==> config.mk <==
export PLATFORM = sky130hd
export DESIGN_NAME = srdc_core
export DESIGN_NICKNAME = d
export VERILOG_FILES = /design/src/rtl/srdc_pkg.sv /design/src/rtl/srdc_core.sv
export SDC_FILE = /design/constraint.sdc
export NUM_CORES = 2
export LEC_CHECK = 0
export BUFFER_PORTS_ARGS = -buffer_cell sky130_fd_sc_hd__buf_2
export CAP_MARGIN = 20
export CORE_AREA = 2 2 397 399
export CTS_CLUSTER_DIAMETER = 50
export DETAILED_ROUTE_END_ITERATION = 8
export DIE_AREA = 0 0 399 401
export PLACE_DENSITY = 0.68
export SYNTH_ARGS = -nofsm -noshare
export SYNTH_HDL_FRONTEND = slang
export SYNTH_SLANG_ARGS = --single-unit
==> constraint.sdc <==
create_clock -name i_clk -period 45.2 [get_ports i_clk]
set_input_delay 6.78 -clock i_clk [delete_from_list [all_inputs] [get_ports i_clk]]
set_output_delay 6.78 -clock i_clk [all_outputs]
set_load 0.02 [all_outputs]
==> src/rtl/srdc_pkg.sv <==
// ----------------------------------------------------------------------------
// srdc_pkg
// shared types, constants and sha-256 helper functions for the row digest chain
// ----------------------------------------------------------------------------
package srdc_pkg;

    localparam int MAX_ROW_WORDS = 65536;
    localparam int CNT_W         = 17;
    localparam logic [CNT_W-1:0] CNT_SAT = CNT_W'(MAX_ROW_WORDS + 1);
    localparam logic [16:0] ROW_WORDS_RST = 17'd4096;
    localparam logic [31:0] UPTO_RST      = 32'hFFFF_FFFF;
    localparam logic [31:0] PAD_WORD      = 32'h8000_0000;
    localparam logic [31:0] FOLD_BITS     = 32'd544;

    localparam logic [0:0] REG_ROW_WORDS = 1'b0;
    localparam logic [0:0] REG_UPTO      = 1'b1;

    typedef struct packed {
        logic [31:0] row_word;
        logic [31:0] position;
        logic        start_sequence;
        logic        row_end;
    } t_in_item;

    typedef struct packed {
        logic [63:0] digest_part;
        logic [1:0]  part_index;
        logic        last_part;
        logic        row_folded;
        logic        shape_error;
    } t_out_item;

    typedef logic [7:0][31:0] t_hash;

    // control from sequencer to compression core
    typedef struct packed {
        logic  start;
        t_hash h_in;
    } t_core_cmd;

    typedef struct packed {
        logic  done;
        t_hash h_out;
    } t_core_rsp;

    localparam t_hash KINIT = {
        32'h5be0cd19, 32'h1f83d9ab, 32'h9b05688c, 32'h510e527f,
        32'ha54ff53a, 32'h3c6ef372, 32'hbb67ae85, 32'h6a09e667};

    function automatic logic [31:0] kround(input logic [5:0] i);
        logic [31:0] k;
        case (i)
            6'd0: k = 32'h428a2f98;  6'd1: k = 32'h71374491;
            6'd2: k = 32'hb5c0fbcf;  6'd3: k = 32'he9b5dba5;
            6'd4: k = 32'h3956c25b;  6'd5: k = 32'h59f111f1;
            6'd6: k = 32'h923f82a4;  6'd7: k = 32'hab1c5ed5;
            6'd8: k = 32'hd807aa98;  6'd9: k = 32'h12835b01;
            6'd10: k = 32'h243185be; 6'd11: k = 32'h550c7dc3;
            6'd12: k = 32'h72be5d74; 6'd13: k = 32'h80deb1fe;
            6'd14: k = 32'h9bdc06a7; 6'd15: k = 32'hc19bf174;
            6'd16: k = 32'he49b69c1; 6'd17: k = 32'hefbe4786;
            6'd18: k = 32'h0fc19dc6; 6'd19: k = 32'h240ca1cc;
            6'd20: k = 32'h2de92c6f; 6'd21: k = 32'h4a7484aa;
            6'd22: k = 32'h5cb0a9dc; 6'd23: k = 32'h76f988da;
            6'd24: k = 32'h983e5152; 6'd25: k = 32'ha831c66d;
            6'd26: k = 32'hb00327c8; 6'd27: k = 32'hbf597fc7;
            6'd28: k = 32'hc6e00bf3; 6'd29: k = 32'hd5a79147;
            6'd30: k = 32'h06ca6351; 6'd31: k = 32'h14292967;
            6'd32: k = 32'h27b70a85; 6'd33: k = 32'h2e1b2138;
            6'd34: k = 32'h4d2c6dfc; 6'd35: k = 32'h53380d13;
            6'd36: k = 32'h650a7354; 6'd37: k = 32'h766a0abb;
            6'd38: k = 32'h81c2c92e; 6'd39: k = 32'h92722c85;
            6'd40: k = 32'ha2bfe8a1; 6'd41: k = 32'ha81a664b;
            6'd42: k = 32'hc24b8b70; 6'd43: k = 32'hc76c51a3;
            6'd44: k = 32'hd192e819; 6'd45: k = 32'hd6990624;
            6'd46: k = 32'hf40e3585; 6'd47: k = 32'h106aa070;
            6'd48: k = 32'h19a4c116; 6'd49: k = 32'h1e376c08;
            6'd50: k = 32'h2748774c; 6'd51: k = 32'h34b0bcb5;
            6'd52: k = 32'h391c0cb3; 6'd53: k = 32'h4ed8aa4a;
            6'd54: k = 32'h5b9cca4f; 6'd55: k = 32'h682e6ff3;
            6'd56: k = 32'h748f82ee; 6'd57: k = 32'h78a5636f;
            6'd58: k = 32'h84c87814; 6'd59: k = 32'h8cc70208;
            6'd60: k = 32'h90befffa; 6'd61: k = 32'ha4506ceb;
            6'd62: k = 32'hbef9a3f7; default: k = 32'hc67178f2;
        endcase
        return k;
    endfunction

    function automatic logic [31:0] rotr(input logic [31:0] x, input int n);
        return (x >> n) | (x << (32 - n));
    endfunction

    function automatic logic [31:0] bswap(input logic [31:0] x);
        return {x[7:0], x[15:8], x[23:16], x[31:24]};
    endfunction

endpackage

==> src/rtl/srdc_core.sv <==
// ----------------------------------------------------------------------------
// srdc_core
// sha-256 compression, one round per cycle over a 16-word sliding schedule
// ----------------------------------------------------------------------------
module srdc_core (
    input  logic                    i_clk,
    input  logic                    i_rst_n,
    input  srdc_pkg::t_core_cmd     i_cmd,
    input  logic [15:0][31:0]       i_blk,
    output srdc_pkg::t_core_rsp     o_rsp
);

    logic              r_busy;
    logic [5:0]        r_rnd;
    logic [15:0][31:0] r_w;
    srdc_pkg::t_hash   r_v;
    srdc_pkg::t_hash   r_h;
    logic              r_done;

    logic [31:0] w_s0, w_s1, w_new, w_t1, w_t2, w_e, w_a;

    always_comb begin
        w_s0  = srdc_pkg::rotr(r_w[1], 7) ^ srdc_pkg::rotr(r_w[1], 18) ^ (r_w[1] >> 3);
        w_s1  = srdc_pkg::rotr(r_w[14], 17) ^ srdc_pkg::rotr(r_w[14], 19)
              ^ (r_w[14] >> 10);
        w_new = r_w[0] + w_s0 + r_w[9] + w_s1;
        w_e   = r_v[4];
        w_a   = r_v[0];
        w_t1  = r_v[7] + (srdc_pkg::rotr(w_e, 6) ^ srdc_pkg::rotr(w_e, 11)
              ^ srdc_pkg::rotr(w_e, 25)) + ((w_e & r_v[5]) ^ (~w_e & r_v[6]))
              + srdc_pkg::kround(r_rnd) + r_w[0];
        w_t2  = (srdc_pkg::rotr(w_a, 2) ^ srdc_pkg::rotr(w_a, 13)
              ^ srdc_pkg::rotr(w_a, 22)) + ((w_a & r_v[1]) ^ (w_a & r_v[2])
              ^ (r_v[1] & r_v[2]));
    end

    always_ff @(posedge i_clk) begin
        if (!i_rst_n) begin
            r_busy <= 1'b0;
            r_done <= 1'b0;
            r_rnd  <= '0;
        end else begin
            r_done <= 1'b0;
            if (i_cmd.start && !r_busy) begin
                r_busy <= 1'b1;
                r_rnd  <= '0;
                r_w    <= i_blk;
                r_v    <= i_cmd.h_in;
                r_h    <= i_cmd.h_in;
            end else if (r_busy) begin
                r_w <= {w_new, r_w[15:1]};
                r_v <= {r_v[6:4], r_v[3] + w_t1, r_v[2:0], w_t1 + w_t2};
                r_rnd <= r_rnd + 6'd1;
                if (r_rnd == 6'd63) begin
                    r_busy <= 1'b0;
                    r_done <= 1'b1;
                end
            end
            if (r_done) begin
                for (int i = 0; i < 8; i++) r_h[i] <= r_h[i] + r_v[i];
            end
        end
    end

    // the registered feed-forward add lands in the cycle after done; expose the sum directly
    always_comb begin
        o_rsp.done = r_done;
        for (int i = 0; i < 8; i++) o_rsp.h_out[i] = r_h[i] + r_v[i];
    end

endmodule

# Word level (Yosys, flattened, before mapping)
# Memories as Yosys holds them, arrays and structs flattened. A register that Yosys moved wholly into a read port is not among the register bits.
# Index checks and enable logic that the tools add are counted.
# Widths: inputs -> output; s select.
[totals] mem_bits_ro=2048 n_memories=1 ramBits=0 out_inout_bits=257 latchBits=0 reg_bits=1032 in_bits=771 word_cells=105
[mem_list] name="(name not given)" depth=64 width=32 rd=1 rd_ports_with_merged_regs=1 wr=0 line="srdc_pkg.sv:52" text="case (i)"
[classes] reduce_logical=8 n_addsub=19 eq_ne=1 mul=0 div=0 n_shift=0 n_mux=12 magnitude_cmp=0 n_bitwise=29
[ops] op="$mux 256" n=4
[ops] op="$mux 512" n=2
[ops] op="$add 32x32->32" n=18
[ops] op="$xor 32x32->32" n=9
[ops] op="$and 32x32->32" n=5
[ops] op="$not 32->32" n=1
[ops] op="$or 10x32->32" n=1
[ops] op="$or 13x32->32" n=1
[ops] op="$or 14x32->32" n=1
[ops] op="$or 15x32->32" n=1
[ops] op="$or 19x32->32" n=1
[ops] op="$or 21x32->32" n=1
[ops] op="$or 25x32->32" n=1
[ops] op="$or 26x32->32" n=1
[ops] op="$or 30x32->32" n=1
[ops] op="$or 7x32->32" n=1
[ops] op="$xor 32x22->32" n=1
[ops] op="$xor 32x29->32" n=1
[ops] op="$mux 6" n=2
[ops] op="$add 6x1->6 const B" n=1
[ops] op="$eq 6x6->1 const B" n=1
[ops] op="$mux 1" n=4
[ops] op="$reduce_and 2->1" n=2
[ops] op="$reduce_bool 2->1" n=2
[ops] op="5 further kinds" n=6

# Logic depth before layout (Yosys ltp)
[logic_depth] depth_word=10 depth_mapped=31 mapped_depth_nobuf=30

# Least setup slack after synthesis
# Ideal clock, no wire load.
[synth_path] kind="input to register" from="input port i_cmd[256] (netlist bit)" to="register r_h[0] (netlist bit) (enable)" required_ns=43.932 setup_slack_ns=18.126 path_stages=5 arrival_time_ns=25.806 n_path_buf=3 setup_ns=1.268 cell_sequence="nand2b_1 -> clkbuf_1 -> clkbuf_1 -> clkbuf_1 -> a21boi_0"
[synth_via] elab_chain_len=3
[synth_lines] item="start: declaration" line="srdc_core.sv:8" text="input srdc_pkg::t_core_cmd i_cmd,"
[synth_lines] item="$logic_and 1x1->1" line="srdc_core.sv:44" text="if (i_cmd.start && !r_busy) begin"
[synth_lines] item="$reduce_bool 2->1 (no source line)"
[synth_lines] item="$reduce_and 2->1 (no source line)"
[synth_lines] item="end signal: assignment" line="srdc_core.sv:49" text="r_h <= i_cmd.h_in;"
[synth_lines] item="end: declaration" line="srdc_core.sv:17" text="srdc_pkg::t_hash r_h;"
# Every way passes these cells.
# A chain may end at the register's enable or synchronous reset.

==> out/qor.txt <==
====================================================================================
Status                                                                  finished clean
Maximum number of pins on one net before global-route repair                     227
Overall die area                                                        160,000 um^2
Share of flip-flops with an asynchronous set or reset after synthesis             0%
Number of input and output port buffers inserted                               1,027
Netlist area before placement                                            73,900 um^2
Wire length per cell after detailed routing                                  27.0 um
Final clock period utilization by the worst path                               26.5%
Post-Syn Nets                                                                  9,225
Clock insertion delay at the later pin of the skew report                    0.82 ns
Worst rel slew slack                                                           16.2%
Syn_area_per_cell                                                          9.39 um^2
Post-CTS Hold Buffers                                                              0
Flops & latches, synth                                                         1,064
Std-Cell Rows                                                                    145
Share of the core filled with cells in the final layout                        55.3%
Number of max-capacitance violations reported                                      0
Dominant register cell in the synthesized netlist                       sky130_fd_sc_hd__edfxtp_1
Required time of the worst setup path                                       38.42 ns
Dpl hpwl                                                                      233 mm
Worst setup EP type                                                     primary output
Worst reg2reg startpoint                                                      w_e[7]
Count of flip-flops with a built-in enable after synthesis                     1,024
Fin cells                                                                     11,000
Number of remaining DRC errors                                                     0
Initial DRC count                                                              7,232
Launch instance of the worst min-delay path                                 r_w[495]
Clk buf depth                                                                      3
Layout cells sized above 1                                                     18.7%
GRT Overall Usage                                                              35.8%
Nets@finish                                                                   10,100
Type of origin of the critical path                                        flip-flop
Share of the yosys chip area belonging to registers                            42.7%
Slew at the pin closest to its max-slew limit                                1.25 ns
Floorplan core area                                                     156,000 um^2
Setup violations, final                                                            0
Final Skew                                                                 0.0394 ns
Instance area after placement                                            80,700 um^2
Count of different cell masters after synthesis                                   97
Design Area, Final                                                       86,000 um^2
Length of the first detailed-routing pass in iterations                            8
Worst Path Max Fanout                                                              6
Gate Count Post-Synth                                                          7,869
Library cell used as clock root buffer                                  sky130_fd_sc_hd__clkbuf_16
Clock sink count                                                               1,064
Wire length of the first global-routing pass                                  415 mm
TritonCTS clock tree                                                           built
Number of cells on the worst hold path                                             2
Data arrival at the endpoint of the critical path                            5.18 ns
Highest clock frequency the design can meet                                 83.6 MHz
Number of levels in the clock H-tree                                               4
Post-CTS Setup Inserts                                                             0
RD Place Congestion                                                             1.01
I/O Pins                                                                       1,028
Flop2flop setup slack                                                       35.19 ns
Final number of max-transition violations                                          0
Worst-case reg-to-reg path depth                                                  28
DP Cell Count                                                                 10,600
Via count                                                                     63,700
Shortest clock period the worst path allows after layout                    11.96 ns
Starting density of the core                                                   47.5%
Number of global-route vias before repair                                     59,900
Total Neg Setup Slack                                                           0 ns
Number of nets with antenna violations after routing                               0
Final-report hold violation count                                                  0
Die outline width                                                             399 um
Worst min path class                                                    flip-flop to flip-flop
Worst Hold End                                                              r_w[463]
Global route overflow                                                              0
Filler instances                                                              14,200
Number of buffers inserted during clock tree synthesis                           155
Avg Vias per Cell                                                               5.81
CTS-repair resized insts                                                           0
Number of antenna violations at the first check in global routing                 78
Vertical die dimension                                                        401 um
Startpoint-to-endpoint class of the critical path                       flip-flop to primary output
Register clock-pin slew on the reported worst setup and hold paths           0.06 ns
Area delta synth->final                                                        16.4%
Final wirelength                                                              296 mm
Number of warnings reported in the yosys synthesis log                             0
Reg-to-reg endpoint                                                          w_a[31]
Setup repair after global routing missed its margin                               no
====================================================================================
==> layout by cell type, fill, tap and decap left out, types with 222 or more instances in the layout <==
master / Yosys / routed
sky130_fd_sc_hd__buf_2: 18 / 1027
sky130_fd_sc_hd__nand2_1: 2211 / 2211
sky130_fd_sc_hd__inv_1: 538 / 535
sky130_fd_sc_hd__a21o_1: 222 / 222
sky130_fd_sc_hd__o21ai_0: 315 / 315
sky130_fd_sc_hd__edfxtp_1: 1024 / 1024
sky130_fd_sc_hd__a21oi_1: 388 / 387
sky130_fd_sc_hd__mux2_2: 257 / 257
sky130_fd_sc_hd__xnor2_1: 365 / 365
sky130_fd_sc_hd__ha_1: 390 / 390
sky130_fd_sc_hd__nor2_1: 311 / 311
==> critical path, cell delays in order, from the launching register on <==
cell	delay [ns]
sky130_fd_sc_hd__edfxtp_1	0.56
sky130_fd_sc_hd__clkinv_1	0.62
sky130_fd_sc_hd__fa_1	0.69
sky130_fd_sc_hd__nor2b_1	0.14
sky130_fd_sc_hd__o21a_1	0.14
sky130_fd_sc_hd__o21ai_1	0.08
sky130_fd_sc_hd__a21oi_1	0.51
sky130_fd_sc_hd__o41ai_4	0.20
sky130_fd_sc_hd__o21ai_1	0.55
sky130_fd_sc_hd__a221o_1	0.33
sky130_fd_sc_hd__a21oi_1	0.10
sky130_fd_sc_hd__xnor2_1	0.12
sky130_fd_sc_hd__buf_2	0.30
==> cell type report <==
| cell class | count | area [um^2] | share of cell area, % |
|---|---|---|---|
| Sequential cell | 1064 | 31600 | 36.7 |
| Inverter | 539 | 2020 | 2.35 |
| Timing Repair Buffer | 1082 | 5590 | 6.50 |
| Antenna cell | 50 | 125 | 0.145 |
| Clock inverter | 108 | 1210 | 1.41 |
| Multi-Input combinational cell | 5891 | 38900 | 45.3 |
| Clock buffer | 177 | 4000 | 4.65 |
| Tap cell | 2058 | 2570 | 2.99 |
==> per-stage QoR <==
stage,hold slack [ns],setup WS (ns)
after global routing,0.521,33.03
after detailed placement,0.497,32.76
after global placement,0.494,32.83
after floorplan,0.491,18.13
final,0.484,33.24
after CTS,0.484,33.25
==> state kept, by name (all words and copies together) (netlist names), named ones only <==
register and flops:
r_w 512, r_rnd 6, r_v 192, r_done 1, w_e 32, r_busy 1
r_h 256, w_a 32
==> layer usage <==
metal / vias up / GRT usage (%) / routed length [um]
met2: 3404 / 54.9 / 132000
met4: 32 / 14.2 / 12900
met1: 30700 / 49.0 / 121000
met3: 565 / 8.15 / 30900
met5: - / 0 / 209
li1: 29000 / - / -
==> cells in the mapped netlist (24+ instances only) <==
library cell                  n  area share, %
sky130_fd_sc_hd__nand2_1   2211             11
sky130_fd_sc_hd__edfxtp_1  1024             42
sky130_fd_sc_hd__inv_1      538            2.7
sky130_fd_sc_hd__ha_1       390            6.6
sky130_fd_sc_hd__a21oi_1    388            2.6
sky130_fd_sc_hd__xnor2_1    365            4.3
sky130_fd_sc_hd__clkbuf_1   326            1.7
sky130_fd_sc_hd__o21ai_0    315            2.1
sky130_fd_sc_hd__nor2_1     311            1.6
sky130_fd_sc_hd__mux2_2     257            3.9
sky130_fd_sc_hd__a21o_1     222            2.3
sky130_fd_sc_hd__xor2_1     209            2.5
sky130_fd_sc_hd__fa_1       195            5.3
sky130_fd_sc_hd__nor3_1      79           0.53
sky130_fd_sc_hd__o21a_1      77           0.78
sky130_fd_sc_hd__nand3_1     69           0.47
sky130_fd_sc_hd__a31oi_1     56           0.47
sky130_fd_sc_hd__and3_1      51           0.43
sky130_fd_sc_hd__a211oi_1    50           0.51
sky130_fd_sc_hd__nor2b_1     44           0.37
sky130_fd_sc_hd__o211ai_1    43           0.44
sky130_fd_sc_hd__o21bai_1    42           0.43
sky130_fd_sc_hd__dfxtp_1     40            1.1
sky130_fd_sc_hd__o31ai_1     40           0.41
sky130_fd_sc_hd__nand4_1     38           0.32
sky130_fd_sc_hd__nand2b_1    34           0.29
sky130_fd_sc_hd__buf_1       29           0.15
sky130_fd_sc_hd__a311oi_1    25           0.30
sky130_fd_sc_hd__or3_1       24           0.20
==> how the worst max path moves through the flow <==
| stage | start | endpoint | slack (ns) | cells past startpoint |
|---|---|---|---|---|
| floorplan | i_cmd[256] | r_h[0] | 18.13 | 5 |
| global placement | i_rst_n | r_w[178] | 32.83 | 7 |
| detailed placement | i_rst_n | r_w[207] | 32.76 | 7 |
| CTS | w_e[1] | o_rsp[158] | 33.25 | 12 |
| global route | w_e[1] | o_rsp[158] | 33.03 | 12 |
| finish | w_e[1] | o_rsp[158] | 33.24 | 12 |
==> kinds of logic (layout without fill, tap and decap cells) <==
kind of cell / Yosys count / in the layout / share of synthesized area [%]
AO/OA/AOI/OAI: 1488 / 1488 / 13.2
XOR/XNOR: 574 / 574 / 6.80
adder cells (fa/ha/maj): 589 / 589 / 11.9
buffers and inverters: 914 / 1906 / 4.69
flip-flops: 1064 / 1064 / 42.7
multiplexers: 275 / 275 / 4.23
other: 0 / 50 / 0
AND/OR/NAND/NOR: 2965 / 2965 / 16.4
Power is not shown: default switching activity piles up to over one toggle a cycle in this logic, so the estimate is an artifact.
